===== config.mk =====
export PLATFORM = sky130hd
export DESIGN_NAME = rf_frame_assembler_core
export DESIGN_NICKNAME = d
export VERILOG_FILES = /design/src/rtl/rfa_pkg.sv /design/src/rtl/rfa_cfg_regs.sv /design/src/rtl/rfa_sequencer.sv /design/src/rtl/rfa_out_reg.sv /design/src/rtl/rf_frame_assembler_core.sv
export SDC_FILE = /design/constraint.sdc
export NUM_CORES = 1
export LEC_CHECK = 0
export CAP_MARGIN = 30
export CELL_PAD_IN_SITES_DETAIL_PLACEMENT = 1
export CELL_PAD_IN_SITES_GLOBAL_PLACEMENT = 1
export CORE_MARGIN = 2
export CORE_UTILIZATION = 30
export CTS_BUF_LIST = sky130_fd_sc_hd__clkbuf_8
export DETAILED_ROUTE_END_ITERATION = 8
export DONT_BUFFER_PORTS = 1
export PLACE_DENSITY_LB_ADDON = 0.1
export SYNTH_ARGS = -nofsm -noshare
export SYNTH_HDL_FRONTEND = slang
export SYNTH_HIERARCHICAL = 1
export SYNTH_SLANG_ARGS = --single-unit

===== constraint.sdc =====
create_clock -name clk_i -period 1.9 [get_ports clk_i]
set_input_delay 0.285 -clock clk_i [delete_from_list [all_inputs] [get_ports clk_i]]
set_output_delay 0.285 -clock clk_i [all_outputs]
set_load 0.02 [all_outputs]

===== src/rtl/rfa_pkg.sv =====
`timescale 1ns / 1ps

package rfa_pkg;

  // Position of the byte that the sequencer is working on within one item.
  localparam int unsigned SlotW = 4;

  localparam logic [SlotW-1:0] SLOT_HDR_FIRST = 4'd0;
  localparam logic [SlotW-1:0] SLOT_HDR_LAST  = 4'd7;
  localparam logic [SlotW-1:0] SLOT_PAYLOAD   = 4'd8;
  localparam logic [SlotW-1:0] SLOT_SUM       = 4'd9;
  localparam logic [SlotW-1:0] SLOT_TAIL0     = 4'd10;
  localparam logic [SlotW-1:0] SLOT_TAIL1     = 4'd11;

  // Fixed frame bytes.
  localparam logic [7:0] BYTE_LEAD     = 8'hCC;
  localparam logic [7:0] BYTE_PREAMBLE = 8'hAA;
  localparam logic [7:0] BYTE_SYNC0    = 8'h2D;
  localparam logic [7:0] BYTE_SYNC1    = 8'hD4;
  localparam logic [7:0] BYTE_TAIL0    = 8'h40;
  localparam logic [7:0] BYTE_TAIL1    = 8'h00;

  // Register index of the configuration space.
  localparam logic REG_CHECKSUM_ENABLE = 1'b0;

  // One frame byte handed from the sequencer to the output register.
  typedef struct packed {
    logic       valid;
    logic [7:0] frame_byte;
    logic       run_last;
    logic       frame_end;
  } rfa_emit_t;

  // Header byte at a given position: lead-in, preamble, then sync word.
  function automatic logic [7:0] header_byte(input logic [2:0] pos);
    logic [7:0] b;
    unique case (pos)
      3'd0, 3'd1, 3'd2: b = BYTE_LEAD;
      3'd3, 3'd4, 3'd5: b = BYTE_PREAMBLE;
      3'd6:             b = BYTE_SYNC0;
      default:          b = BYTE_SYNC1;
    endcase
    return b;
  endfunction

endpackage


===== src/rtl/rfa_cfg_regs.sv =====
`timescale 1ns / 1ps

module rfa_cfg_regs (
  input  logic        clk_i,
  input  logic        rst_ni,
  input  logic        psel,
  input  logic        penable,
  input  logic        pwrite,
  input  logic [2:0]  paddr,
  input  logic [31:0] pwdata,
  output logic [31:0] prdata,
  output logic        pready,
  output logic        checksum_enable_o
);

  logic checksum_enable_q;
  logic checksum_enable_d;
  logic wr_en;

  assign pready = 1'b1;

  // Only the checksum enable register exists; other writes are ignored.
  assign wr_en = psel && penable && pwrite && (paddr[2] == rfa_pkg::REG_CHECKSUM_ENABLE);

  always_comb begin
    checksum_enable_d = checksum_enable_q;
    if (wr_en) begin
      checksum_enable_d = pwdata[0];
    end
  end

  always_ff @(posedge clk_i or negedge rst_ni) begin
    if (!rst_ni) begin
      checksum_enable_q <= 1'b1;
    end else begin
      checksum_enable_q <= checksum_enable_d;
    end
  end

  // Read data for the addressed register.
  always_comb begin
    prdata = 32'd0;
    if (paddr[2] == rfa_pkg::REG_CHECKSUM_ENABLE) begin
      prdata = {31'd0, checksum_enable_q};
    end
  end

  assign checksum_enable_o = checksum_enable_q;

endmodule


===== src/rtl/rfa_sequencer.sv =====
`timescale 1ns / 1ps

module rfa_sequencer #(
  parameter int unsigned MAX_FRAME_BYTES = 64
) (
  input  logic              clk_i,
  input  logic              rst_ni,
  input  logic              checksum_enable_i,
  input  logic              s_tvalid_i,
  output logic              s_tready_o,
  input  logic [7:0]        s_byte_i,
  input  logic              s_last_i,
  input  logic              out_free_i,
  output rfa_pkg::rfa_emit_t emit_o
);

  localparam int unsigned CntW = $clog2(MAX_FRAME_BYTES + 1);
  localparam logic [CntW-1:0] CntMax = CntW'(MAX_FRAME_BYTES);

  // Input register and slot position of the item in work.
  logic                      busy_q, busy_d;
  logic [7:0]                byte_q, byte_d;
  logic                      last_q, last_d;
  logic [rfa_pkg::SlotW-1:0] slot_q, slot_d;

  // Frame state.
  logic                      in_frame_q, in_frame_d;
  logic [7:0]                sum_q, sum_d;
  logic [CntW-1:0]           count_q, count_d;

  logic                      drop;
  logic                      can_step;
  logic                      is_final;
  logic                      item_done;
  logic                      emit_en;
  logic                      accept;
  logic [rfa_pkg::SlotW-1:0] slot_next;
  logic [7:0]                cur_byte;

  // Once the byte budget is used up every remaining byte of the item is dropped.
  assign drop      = !(count_q < CntMax);
  assign can_step  = busy_q && (drop || out_free_i);
  assign is_final  = ((slot_q == rfa_pkg::SLOT_PAYLOAD) && !last_q) ||
                     (slot_q == rfa_pkg::SLOT_TAIL1);
  assign item_done = can_step && (is_final || drop);
  assign emit_en   = can_step && !drop;

  assign s_tready_o = !busy_q || item_done;
  assign accept     = s_tvalid_i && s_tready_o;

  // Slot order: header, payload, optional sum, then the two tail bytes.
  always_comb begin
    slot_next = slot_q;
    if (slot_q < rfa_pkg::SLOT_HDR_LAST) begin
      slot_next = slot_q + rfa_pkg::SlotW'(1);
    end else if (slot_q == rfa_pkg::SLOT_HDR_LAST) begin
      slot_next = rfa_pkg::SLOT_PAYLOAD;
    end else if (slot_q == rfa_pkg::SLOT_PAYLOAD) begin
      slot_next = checksum_enable_i ? rfa_pkg::SLOT_SUM : rfa_pkg::SLOT_TAIL0;
    end else if (slot_q == rfa_pkg::SLOT_SUM) begin
      slot_next = rfa_pkg::SLOT_TAIL0;
    end else if (slot_q == rfa_pkg::SLOT_TAIL0) begin
      slot_next = rfa_pkg::SLOT_TAIL1;
    end
  end

  // Byte for the current slot.
  always_comb begin
    if (slot_q <= rfa_pkg::SLOT_HDR_LAST) begin
      cur_byte = rfa_pkg::header_byte(slot_q[2:0]);
    end else if (slot_q == rfa_pkg::SLOT_PAYLOAD) begin
      cur_byte = byte_q;
    end else if (slot_q == rfa_pkg::SLOT_SUM) begin
      cur_byte = sum_q;
    end else if (slot_q == rfa_pkg::SLOT_TAIL0) begin
      cur_byte = rfa_pkg::BYTE_TAIL0;
    end else begin
      cur_byte = rfa_pkg::BYTE_TAIL1;
    end
  end

  // Result towards the output register. The run ends on the item's final slot
  // or on the byte that uses up the budget.
  always_comb begin
    emit_o.valid      = emit_en;
    emit_o.frame_byte = cur_byte;
    emit_o.run_last   = is_final || ((count_q + CntW'(1)) == CntMax);
    emit_o.frame_end  = (slot_q == rfa_pkg::SLOT_TAIL1);
  end

  // Next state. The step of the current item is applied first, so that an item
  // accepted in the same cycle sees a frame that has just been closed.
  always_comb begin
    busy_d     = busy_q;
    byte_d     = byte_q;
    last_d     = last_q;
    slot_d     = slot_q;
    in_frame_d = in_frame_q;
    sum_d      = sum_q;
    count_d    = count_q;

    if (can_step && (slot_q == rfa_pkg::SLOT_PAYLOAD)) begin
      sum_d = sum_q + byte_q;
    end
    if (emit_en) begin
      count_d = count_q + CntW'(1);
    end
    if (can_step && !item_done) begin
      slot_d = slot_next;
    end
    if (item_done) begin
      busy_d = 1'b0;
      if (last_q) begin
        in_frame_d = 1'b0;
        sum_d      = 8'd0;
        count_d    = '0;
      end
    end

    // A closed frame already holds zero sum and count, so a new one just opens.
    if (accept) begin
      busy_d     = 1'b1;
      byte_d     = s_byte_i;
      last_d     = s_last_i;
      slot_d     = in_frame_d ? rfa_pkg::SLOT_PAYLOAD : rfa_pkg::SLOT_HDR_FIRST;
      in_frame_d = 1'b1;
    end
  end

  always_ff @(posedge clk_i or negedge rst_ni) begin
    if (!rst_ni) begin
      busy_q     <= 1'b0;
      slot_q     <= rfa_pkg::SLOT_HDR_FIRST;
      in_frame_q <= 1'b0;
      sum_q      <= 8'd0;
      count_q    <= '0;
    end else begin
      busy_q     <= busy_d;
      slot_q     <= slot_d;
      in_frame_q <= in_frame_d;
      sum_q      <= sum_d;
      count_q    <= count_d;
    end
  end

  // Payload of the input register.
  always_ff @(posedge clk_i) begin
    byte_q <= byte_d;
    last_q <= last_d;
  end

endmodule


===== src/rtl/rfa_out_reg.sv =====
`timescale 1ns / 1ps

module rfa_out_reg (
  input  logic               clk_i,
  input  logic               rst_ni,
  input  rfa_pkg::rfa_emit_t emit_i,
  output logic               out_free_o,
  output logic               m_axis_tvalid,
  input  logic               m_axis_tready,
  output logic [7:0]         m_axis_tdata,
  output logic               m_axis_tlast,
  output logic               m_axis_tuser
);

  logic       valid_q, valid_d;
  logic [7:0] data_q, data_d;
  logic       last_q, last_d;
  logic       user_q, user_d;

  // The register takes a new item when empty or when its item leaves now.
  assign out_free_o = !valid_q || m_axis_tready;

  always_comb begin
    valid_d = valid_q;
    data_d  = data_q;
    last_d  = last_q;
    user_d  = user_q;
    if (out_free_o) begin
      valid_d = emit_i.valid;
      data_d  = emit_i.frame_byte;
      last_d  = emit_i.run_last;
      user_d  = emit_i.frame_end;
    end
  end

  always_ff @(posedge clk_i or negedge rst_ni) begin
    if (!rst_ni) begin
      valid_q <= 1'b0;
    end else begin
      valid_q <= valid_d;
    end
  end

  always_ff @(posedge clk_i) begin
    data_q <= data_d;
    last_q <= last_d;
    user_q <= user_d;
  end

  assign m_axis_tvalid = valid_q;
  assign m_axis_tdata  = data_q;
  assign m_axis_tlast  = last_q;
  assign m_axis_tuser  = user_q;

endmodule


===== src/rtl/rf_frame_assembler_core.sv =====
`timescale 1ns / 1ps

// Radio frame assembler. Payload bytes enter on the slave stream, with tlast
// on the final byte of a frame, and the frame leaves one byte per cycle on the
// master stream: the header CC CC CC AA AA AA 2D D4 before the first payload
// byte, the payload itself, the 8-bit wrapping payload sum when checksum_enable
// is set, and the tail 40 00, whose final byte carries tuser. The master tlast
// marks the last byte produced for each input item. A frame is cut off after
// MAX_FRAME_BYTES bytes; later bytes are dropped while the sum still covers
// every payload byte. Mid-frame, payload bytes flow at one per cycle while
// the master side takes every byte. The sequencer takes a new input item only
// once it is idle or finishing the last one, and hands one frame byte per
// cycle to the output register while that register is free.
module rf_frame_assembler_core #(
  parameter int unsigned MAX_FRAME_BYTES = 64
) (
  input  logic        clk_i,
  input  logic        rst_ni,
  // Configuration port.
  input  logic        psel,
  input  logic        penable,
  input  logic        pwrite,
  input  logic [2:0]  paddr,
  input  logic [31:0] pwdata,
  output logic [31:0] prdata,
  output logic        pready,
  // Payload input.
  input  logic        s_axis_tvalid,
  output logic        s_axis_tready,
  input  logic [7:0]  s_axis_tdata,   // [7:0] payload_byte
  input  logic        s_axis_tlast,   // last_payload
  // Frame output.
  output logic        m_axis_tvalid,
  input  logic        m_axis_tready,
  output logic [7:0]  m_axis_tdata,   // [7:0] frame_byte
  output logic        m_axis_tlast,   // run_last
  output logic        m_axis_tuser    // [0] frame_end
);

  logic               checksum_enable;
  logic               out_free;
  rfa_pkg::rfa_emit_t emit;

  rfa_cfg_regs u_cfg_regs (
    .clk_i             (clk_i),
    .rst_ni            (rst_ni),
    .psel              (psel),
    .penable           (penable),
    .pwrite            (pwrite),
    .paddr             (paddr),
    .pwdata            (pwdata),
    .prdata            (prdata),
    .pready            (pready),
    .checksum_enable_o (checksum_enable)
  );

  rfa_sequencer #(
    .MAX_FRAME_BYTES (MAX_FRAME_BYTES)
  ) u_sequencer (
    .clk_i             (clk_i),
    .rst_ni            (rst_ni),
    .checksum_enable_i (checksum_enable),
    .s_tvalid_i        (s_axis_tvalid),
    .s_tready_o        (s_axis_tready),
    .s_byte_i          (s_axis_tdata),
    .s_last_i          (s_axis_tlast),
    .out_free_i        (out_free),
    .emit_o            (emit)
  );

  rfa_out_reg u_out_reg (
    .clk_i         (clk_i),
    .rst_ni        (rst_ni),
    .emit_i        (emit),
    .out_free_o    (out_free),
    .m_axis_tvalid (m_axis_tvalid),
    .m_axis_tready (m_axis_tready),
    .m_axis_tdata  (m_axis_tdata),
    .m_axis_tlast  (m_axis_tlast),
    .m_axis_tuser  (m_axis_tuser)
  );

endmodule


==> summary.txt, run 1 <==
Final instance area: 3095 um^2
Minimum clock period: 1876 ps
Total detailed-routing wirelength: 6037 um
Layout cells sized above 1: 31.10%
Crit-path cells: ha_4 -> a21oi_4 -> a211oi_2 -> or3_1 -> nand3_1 -> mux2_2
Crit-path max cell delay: 460 ps
Synthesized flop and latch total: 42
Final setup violation count: 0
Critical path peak fanout: 3
Clock buffer depth: 2
CP Data Arrival Time: 2060 ps
Slew Viols, Final: 0
GRT overflow: 0
Number of buffers added on ports: 0
RSZ-0062 raised after global routing: true
Dpl ws: -125.8 ps
Mapped Area: 2616 um^2
Cells after Synth: 242
CORE AREA: 8593 um^2
Via count: 1,778
Crit path kind: flip-flop to flip-flop
Post-synth EDFFs: 19
Area Overhead vs Synth: 18.32%
Total chip power: 5210 uW
Synth top area share: 21.81%
Final worst path period share: 98.72%
P per Cell Area: 1683 nW/um^2
Number of fill cells: 994
Die X: 97.39 um
Primary FF master, synth: dfrtp_1
Global-route usage over all layers: 13.44%
DP HPWL: 4411 um
Initial core utilization: 30.45%
Clk Latency, worst-skew pair: 290 ps
Ys Warns: 6
Die area: 9484 um^2
Nets@finish: 346
Boundary Pins: 96
Leakage power: 0.001318 uW
Placer Congestion: 0.8031
Synth top area cells: edfxtp_1 (22%), dfrtp_1 (21%), buf_4 (10%)
Max H-tree Level: 2
Core Rows: 34
Peak supply drop: 654.5 uV
Fmax: 533.1 MHz
Total CTS buffers: 5
Setup TNS: 0 ps
Worst hold slack: 79.32 ps
Root buffer cell: clkbuf_8
Mapped Avg Cell Area: 10.81 um^2
Distinct cells, synth: 55
Sequential area share after synthesis: 43.85%
Max Cap Viol: 0
Initial DRC Count: 47
ANT cells: 0
WP data required: 2090 ps
TritonCTS clock tree: done
Area after DPL: 2829 um^2
Number of global-route vias before repair: 1,821
Routed wire per std cell: 15.44 um
Global-route wire length before repair: 9984 um
Final Worst Setup Slack: 24.32 ps
Die height: 97.39 um
Vias per cell: 4.547
Clock skew: 2.719 ps
Residual DRC: 0
Endpoint type of the worst setup path: flip-flop
Yosys top cell by area: edfxtp_1
HP Class: input port to flip-flop
Status: finished clean
Reg clk slew, reported paths: 80 ps
Fraction of registers with async set/reset: 54.76%
Final hold vios: 0
CTS sink count: 42
Largest net degree at the start of global routing: 24
First-pass detailed-route iteration total: 4
Crit start category: flip-flop
Post-route ant nets: 0
Initial antenna violation count: 0
Slowest cell on crit path: edfxtp_1
[layer usage]
metal	track usage, %	up-vias	part of all wire (%)	routed length (um)
met4	3.846	0	1.4	82
met3	2.878	5	3.5	214
li1	-	866	-	-
met1	18.48	863	49	2988
met2	21.38	44	46	2751
met5	0	-	0	0
[sequential cells by signal, summed over array words and instances (netlist names)]
name	count
u_out_reg/m_axis_tvalid	1
u_sequencer/last_q	1
u_sequencer/count_q	7
u_sequencer/byte_q	8
u_out_reg/m_axis_tuser	1
u_sequencer/busy_q	1
u_cfg_regs/checksum_enable_o	1
u_sequencer/sum_q	8
u_sequencer/slot_q	4
u_sequencer/in_frame_q	1
u_out_reg/m_axis_tdata	8
u_out_reg/m_axis_tlast	1
[path summary, 6_finish.rpt]
kind                                                   from                                  endpoint  slack (ps)  depth (start not counted)
max in group asynchronous                            rst_ni  u_cfg_regs/checksum_enable_o$_DFFE_PN1P_        1250                          2
setup / recovery            u_sequencer/byte_q[2]$_DFFE_PP_            u_sequencer/sum_q[7]$_DFF_PN0_          20                          6
hold / removal                              s_axis_tdata[3]           u_sequencer/byte_q[3]$_DFFE_PP_          80                          0
min in group asynchronous                            rst_ni            u_sequencer/sum_q[6]$_DFF_PN0_         420                          2
hold reg to reg            u_sequencer/in_frame_q$_DFF_PN0_          u_sequencer/in_frame_q$_DFF_PN0_         510                          2
setup reg to reg            u_sequencer/byte_q[2]$_DFFE_PP_            u_sequencer/sum_q[7]$_DFF_PN0_          20                          6
[cell usage after synthesis (5+ instances only)]
| cell type | instances |
|---|---|
| nor3_1 | 6 |
| nor2_1 | 16 |
| mux2i_1 | 7 |
| buf_4 | 35 |
| dfrtp_1 | 22 |
| a21oi_1 | 14 |
| nand2_1 | 13 |
| nand2b_1 | 7 |
| nand3_1 | 5 |
| xor2_1 | 5 |
| xnor2_1 | 5 |
| edfxtp_1 | 19 |
| o21ai_0 | 9 |
| ha_1 | 12 |
[cells in the final DEF (no fill, tap or decap), types with 2 or more instances in the layout]
| cell | instances |
|---|---|
| nand2b_1 | 7 |
| edfxtp_1 | 19 |
| buf_4 | 43 |
| nand3_2 | 3 |
| conb_1 | 32 |
| ha_4 | 5 |
| a22oi_1 | 4 |
| nor2_1 | 16 |
| a31oi_1 | 2 |
| a21oi_1 | 11 |
| or3_1 | 2 |
| nand3_1 | 4 |
| a221o_1 | 3 |
| xnor2_1 | 5 |
| a21o_1 | 3 |
| xor2_1 | 5 |
| inv_1 | 3 |
| clkbuf_8 | 5 |
| mux2i_1 | 7 |
| inv_2 | 2 |
| dfrtp_1 | 21 |
| nand2_1 | 13 |
| a21oi_2 | 5 |
| nor3_1 | 5 |
| mux2_2 | 2 |
| o21ai_0 | 9 |
| a211oi_2 | 3 |
| ha_1 | 6 |
[timing repair]
action,CTS,global route
setup endpoints to repair,18,16
hold endpoints to repair,23,0
resized for setup,16,7
setup buffers,5,0
cloned,0,0
pin swaps,5,2
hold buffers,2,0
[cell families (layout without fill, tap and decap cells)]
logic type	after synthesis	after routing	share of synthesized area (%)
AO/OA/AOI/OAI	51	51	14.44
other	2	32	0.2871
buffers and inverters	47	58	13.10
adder cells (fa/ha/maj)	13	13	6.504
multiplexers	10	10	3.969
XOR/XNOR	10	10	3.348
flip-flops	42	42	43.85
AND/OR/NAND/NOR	67	67	14.49
[power breakdown]
part | internal, uW | switching (uW) | total [uW]
Clock | 248 | 314 | 562
Combinational | 1410 | 1440 | 2860
Sequential | 1390 | 404 | 1790
[metrics by stage]
| stage | cells | utilization [%] |
|---|---|---|
| global route | 391 | 36.02 |
| global placement | 376 | 32.92 |
| floorplan | 272 | - |
| finish | 391 | 36.02 |
| detailed placement | 376 | 32.92 |
| CTS | 391 | 35.66 |
[critical path, delay by kind of cell (launching register included)]
| family | cells | cell delay [ps] |
|---|---|---|
| flops | 1 | 460 |
| simple gates | 2 | 440 |
| mux | 1 | 330 |
| fa+ha+maj | 1 | 270 |
| compound gates | 2 | 260 |
[area by class of cell]
type / count / area, um^2 / share of cell area (%)
clock buffers: 5 / 68.82 / 2.223
clock inverters: 3 / 12.51 / 0.4042
well taps: 108 / 135.1 / 4.365
flip-flops and latches: 42 / 1149 / 37.11
repair buffers: 46 / 364.1 / 11.76
multi-input cells: 183 / 1351 / 43.65
inverters: 4 / 15.01 / 0.4850
Note: power is estimated with default switching activity, not from simulation.
==> inputs of run 2 (changes only) <==
--- a/config.mk
+++ b/config.mk
@@ -8,7 +8,6 @@
 export CAP_MARGIN = 30
 export CELL_PAD_IN_SITES_DETAIL_PLACEMENT = 1
 export CELL_PAD_IN_SITES_GLOBAL_PLACEMENT = 1
-export CORE_MARGIN = 2
 export CORE_UTILIZATION = 30
 export CTS_BUF_LIST = sky130_fd_sc_hd__clkbuf_8
 export DETAILED_ROUTE_END_ITERATION = 8
==> constraint.sdc (replaced) <==
create_clock -name clk_i -period 2.42 [get_ports clk_i]
set_input_delay 0.363 -clock clk_i [delete_from_list [all_inputs] [get_ports clk_i]]
set_output_delay 0.363 -clock clk_i [all_outputs]
set_load 0.02 [all_outputs]
==> summary.txt, run 2 (synthesis results as in run 1) <==
Slew Viols, Final: 0
First-pass detailed-route iteration total: 4
RR Startpoint: u_sequencer/slot_q[0]$_DFFE_PN0P_
Commonest non-fill, non-tap cell in the layout: conb_1
Footprint of the multi-input gates: 1239 um^2
Die height: 95.39 um
RSZ-0062 raised after global routing: false
Root buffer cell: clkbuf_8
Residual DRC: 0
DP HPWL: 4002 um
Core Rows: 33
Post-route ant nets: 0
Post_cts resized: 0
Critical path peak fanout: 14
Non-Filler Instances: 351
Global-route wire length before repair: 9080 um
Layout cells sized above 1: 13.41%
Post-CTS Setup Bufs: 0
Placer Congestion: 0.7161
FF+latch area: 1147 um^2
Hold_buf cts: 2
Total CTS buffers: 5
Placed cell count: 341
Crit start category: flip-flop
Worst hold start: s_axis_tdata[3]
CORE AREA: 8341 um^2
TritonCTS clock tree: done
Final setup violation count: 0
Cell count of the worst hold path: 0
Peak supply drop: 385.6 uV
Reg-to-reg endpoint: u_sequencer/byte_q[5]$_DFFE_PP_
Number of global-route vias before repair: 1,647
CP Data Arrival Time: 2140 ps
Status: finished clean
Initial core utilization: 31.37%
Leakage power: 0.001130 uW
R2R setup slack: 260 ps
Max H-tree Level: 2
GRT overflow: 0
Die X: 95.39 um
Area Overhead vs Synth: 3.061%
Crit path kind: flip-flop to flip-flop
Vias per cell: 4.681
Clk Latency, worst-skew pair: 290 ps
CTS sink count: 42
Die area: 9098 um^2
Global-route usage over all layers: 13.45%
Reg clk slew, reported paths: 90 ps
Clock skew: 7.694 ps
Total detailed-routing wirelength: 5555 um
R2R cell count: 7
Leading cell types in the layout, fill and taps excluded: conb_1 (32), dfrtp_1 (22), edfxtp_1 (19), nor2_1 (16), a21oi_1 (14)
WP data required: 2410 ps
WHS Endpoint: u_sequencer/byte_q[3]$_DFFE_PP_
Minimum clock period: 2158 ps
Endpoint type of the worst setup path: flip-flop
HP Class: input port to flip-flop
Initial antenna violation count: 0
Largest net degree at the start of global routing: 24
Worst hold slack: 162.3 ps
Via count: 1,643
Initial DRC Count: 49
Fmax: 463.3 MHz
Number of buffers added on ports: 0
ANT cells: 0
Routed wire per std cell: 15.83 um
Max Cap Viol: 0
Final worst path period share: 89.18%
P per Cell Area: 1293 nW/um^2
Nets@finish: 309
Final hold vios: 0
Number of fill cells: 957
Clock buffer depth: 2
Boundary Pins: 96
Setup TNS: 0 ps
==> run 2: layer usage <==
metal | part of all wire [%] | vias up | GRT usage [%]
met5 | 0 | - | 0
met4 | 0.59 | 0 | 2.985
met3 | 2.7 | 2 | 2.313
met2 | 46 | 40 | 21.31
met1 | 51 | 804 | 19.11
li1 | - | 797 | -
==> run 2: worst max path at each step <==
stage	start	endpoint	slack, ps	cells past startpoint
5_1_grt	u_sequencer/slot_q[0]$_DFFE_PN0P_	u_sequencer/slot_q[3]$_DFFE_PN0P_	40	8
2_1_floorplan	u_sequencer/byte_q[2]$_DFFE_PP_	u_sequencer/sum_q[7]$_DFF_PN0_	540	6
4_1_cts	u_sequencer/slot_q[0]$_DFFE_PN0P_	u_sequencer/byte_q[0]$_DFFE_PP_	210	7
6_report	u_sequencer/slot_q[0]$_DFFE_PN0P_	u_sequencer/byte_q[5]$_DFFE_PP_	260	7
3_3_place_gp	u_sequencer/slot_q[0]$_DFFE_PN0P_	u_sequencer/byte_q[6]$_DFFE_PP_	250	7
3_5_place_dp	u_sequencer/slot_q[0]$_DFFE_PN0P_	u_sequencer/byte_q[5]$_DFFE_PP_	220	7
==> run 2: per-stage QoR <==
stage	worst slack (ps)	total power (uW)	cell area [um^2]	utilization (%)
floorplan	539.6	2755	2729	-
global placement	250.7	3044	2585	30.99
detailed placement	221.8	3062	2585	30.99
CTS	208.7	3536	2696	32.33
global route	37.41	3802	2696	32.33
finish	261.7	3487	2696	32.33
==> run 2: power by group <==
| group | switching, uW | leakage [uW] | internal [uW] |
|---|---|---|---|
| sequential | 333 | 0.000466 | 1090 |
| combinational | 949 | 0.000617 | 678 |
| clock | 247 | 0.0000468 | 195 |
==> run 2: cell type report <==
class	instances	share of cell area, %
clock buffers	5	2.552
clock inverters	3	0.4640
inverters	4	0.5568
multi-input cells	183	45.94
flip-flops and latches	42	42.55
well taps	105	4.872
repair buffers	9	3.063
==> run 2: worst max-delay path, stage by stage, from the launching register on <==
cell and delay, ps:
dfrtp_1 440, inv_1 130, ha_1 370, nor2b_4 240
o211ai_4 100, nand3_2 170, and2_0 150, buf_4 240
==> inputs of run 3 (changes only) <==
--- a/config.mk
+++ b/config.mk
@@ -15,5 +15,4 @@
 export PLACE_DENSITY_LB_ADDON = 0.1
 export SYNTH_ARGS = -nofsm -noshare
 export SYNTH_HDL_FRONTEND = slang
-export SYNTH_HIERARCHICAL = 1
 export SYNTH_SLANG_ARGS = --single-unit
==> constraint.sdc (replaced) <==
create_clock -name clk_i -period 2.42 [get_ports clk_i]
set_input_delay 0.363 -clock clk_i [delete_from_list [all_inputs] [get_ports clk_i]]
set_output_delay 0.363 -clock clk_i [all_outputs]
set_load 0.1 [all_outputs]
==> summary.txt, run 3 <==
ANT cells: 0
Synthesized flop and latch total: 42
Reg clk slew, reported paths: 80 ps
Leakage power: 0.001224 uW
Synth top area cells: edfxtp_1 (22%), dfrtp_1 (21%), buf_4 (9.3%)
Fmax: 434.2 MHz
Global-route usage over all layers: 13.80%
Simple-gate area share of the yosys netlist: 14.83%
Initial DRC Count: 39
Die height: 94.63 um
Vias per cell: 4.718
FF+latch area: 1151 um^2
Max-slew headroom: 41.34%
Residual DRC: 0
Initial core utilization: 31.17%
Non-Filler Instances: 390
Max H-tree Level: 2
Root buffer cell: clkbuf_8
Area share of fa/ha/maj cells after synthesis: 7.098%
Critical path peak fanout: 4
Most common cell in the netlist: nand2_1
Setup TNS: 0 ps
Largest family of logic cells by synthesized area: compound AO/OA/AOI/OAI gates
Complex-gate fraction of the synthesized area: 16.67%
Area Overhead vs Synth: 7.973%
Synth top area share: 22.17%
Post-synth EDFFs: 19
Mapped Area: 2574 um^2
DP HPWL: 4253 um
Final worst path period share: 95.17%
Global-route wire length before repair: 9273 um
Total detailed-routing wirelength: 5653 um
Commonest non-fill, non-tap cell in the layout: nand2_1
XOR/XNOR share of the synthesized area: 3.063%
Status: finished clean
Routed wire per std cell: 14.49 um
Peak supply drop: 377.1 uV
Slew @ Worst Pin: 881.7 ps
Post-route ant nets: 0
Total chip power: 4409 uW
CP Data Arrival Time: 1940 ps
Placer Congestion: 0.7820
Crit path kind: flip-flop to output pin
Via count: 1,840
Placed cell count: 380
Number of buffers added on ports: 0
Boundary Pins: 96
Layout cells sized above 1: 10.88%
Cells after Synth: 269
Number of global-route vias before repair: 1,819
HP Class: input port to flip-flop
Mapped Avg Cell Area: 9.568 um^2
Post_cts resized: 0
First-pass detailed-route iteration total: 4
WP data required: 2060 ps
Post-CTS Setup Bufs: 0
Largest net degree at the start of global routing: 24
TritonCTS clock tree: done
Slew Viols, Final: 0
Footprint of the multi-input gates: 1236 um^2
Initial antenna violation count: 0
Final setup violation count: 0
RSZ-0062 raised after global routing: false
P per Cell Area: 1587 nW/um^2
Fraction of registers with async set/reset: 54.76%
Core Rows: 33
Endpoint type of the worst setup path: output pin
Distinct cells, synth: 46
Sequential area share after synthesis: 44.58%
Nets@finish: 349
Number of fill cells: 970
Clk Latency, worst-skew pair: 290 ps
Die area: 8954 um^2
CTS sink count: 42
Ys Warns: 0
Clock buffer depth: 2
Minimum clock period: 2303 ps
Post-synth top cells: nand2_1 (35), buf_4 (32), dfrtp_1 (22), a21oi_1 (21), nor2_1 (21)
Yosys top cell by area: edfxtp_1
Crit start category: flip-flop
Leading cell types in the layout, fill and taps excluded: nand2_1 (35), conb_1 (32), nor2_1 (21), a21oi_1 (21), dfrtp_1 (21)
Final hold vios: 0
Max Cap Viol: 0
CORE AREA: 8258 um^2
Clock skew: 6.062 ps
Primary FF master, synth: dfrtp_1
Die X: 94.63 um
Multiplexer share of the synthesized area: 1.604%
Total CTS buffers: 5
GRT overflow: 0
[run 3: cell count changes in the layout (fill, tap and decap cells not counted), sizes merged, moves of 3 or more]
cell / change
o22ai: +3
nand2: +22
a221o: -3
nand3: -4
o21ai: +6
and3: +3
buf: +9
nor2: +5
o211ai: +3
a22oi: -3
mux2i: -4
inv: +3
a21oi: +4
[run 3: metrics by stage]
stage | area (um^2) | setup slack (ps) | util (%) | hold slack [ps]
CTS | 2779 | 88.53 | 33.65 | 144.9
floorplan | 2690 | 39.97 | - | 67.41
global placement | 2669 | 190.4 | 32.32 | 67.88
finish | 2779 | 117.0 | 33.65 | 157.9
detailed placement | 2669 | 204.4 | 32.32 | 67.96
global route | 2779 | 5.803 | 33.65 | 139.4
[run 3: path summary, 6_finish.rpt]
check	from	slack, ps	cells after the start	end
max	u_sequencer.slot_q[0]$_DFFE_PN0P_	120	6	s_axis_tready
min	s_axis_tdata[1]	160	0	u_sequencer.byte_q[1]$_DFFE_PP_
max reg2reg	u_sequencer.slot_q[0]$_DFFE_PN0P_	240	6	u_sequencer.byte_q[6]$_DFFE_PP_
min reg2reg	u_sequencer.in_frame_q$_DFF_PN0_	500	2	u_sequencer.in_frame_q$_DFF_PN0_
max in group asynchronous	rst_ni	1700	2	u_cfg_regs.checksum_enable_o$_DFFE_PN1P_
min in group asynchronous	rst_ni	480	2	u_sequencer.sum_q[3]$_DFF_PN0_
[run 3: where the power goes]
group / internal, uW / switching (uW)
Sequential: 1090 / 451
Clock: 193 / 247
Combinational: 736 / 1690
Total: 2020 / 2390
[run 3: repair_timing]
action | 4_1_cts | 5_1_grt
endpoints found under the setup margin | 0 | 0
endpoints found under the hold margin | 23 | 0
hold buffers | 2 | 0
[run 3: worst max-delay path, cell delays in order, from the launching register on]
cell and delay [ps]:
dfrtp_1 400, inv_1 100, ha_1 230, nor2b_1 140, o211a_1 230, or2_2 310
buf_4 240
[run 3: cells by family after synthesis]
family / Yosys count
DFF: 42
muxes: 4
xor gates and xnor gates: 9
and+or+nand+nor: 83
adders and majority gates: 14
buffers and inverters: 48
AOI/OAI and AO/OA: 67
other: 2
[run 3: final cells by class]
cell class / instances / share of cell area (%)
clock buffer: 5 / 2.476
clock inverter: 3 / 0.4052
inverter: 8 / 1.081
multi-input combinational: 209 / 44.48
sequential: 42 / 41.42
tap: 105 / 4.728
timing repair buffer: 18 / 5.403
[run 3: routing by layer]
metal | up-vias | track usage (%) | part of all wire [%]
li1 | 904 | - | -
met1 | 880 | 18.42 | 48
met2 | 51 | 22.78 | 48
met3 | 5 | 2.496 | 3.4
met4 | 0 | 3.788 | 1.2
met5 | - | 0 | 0
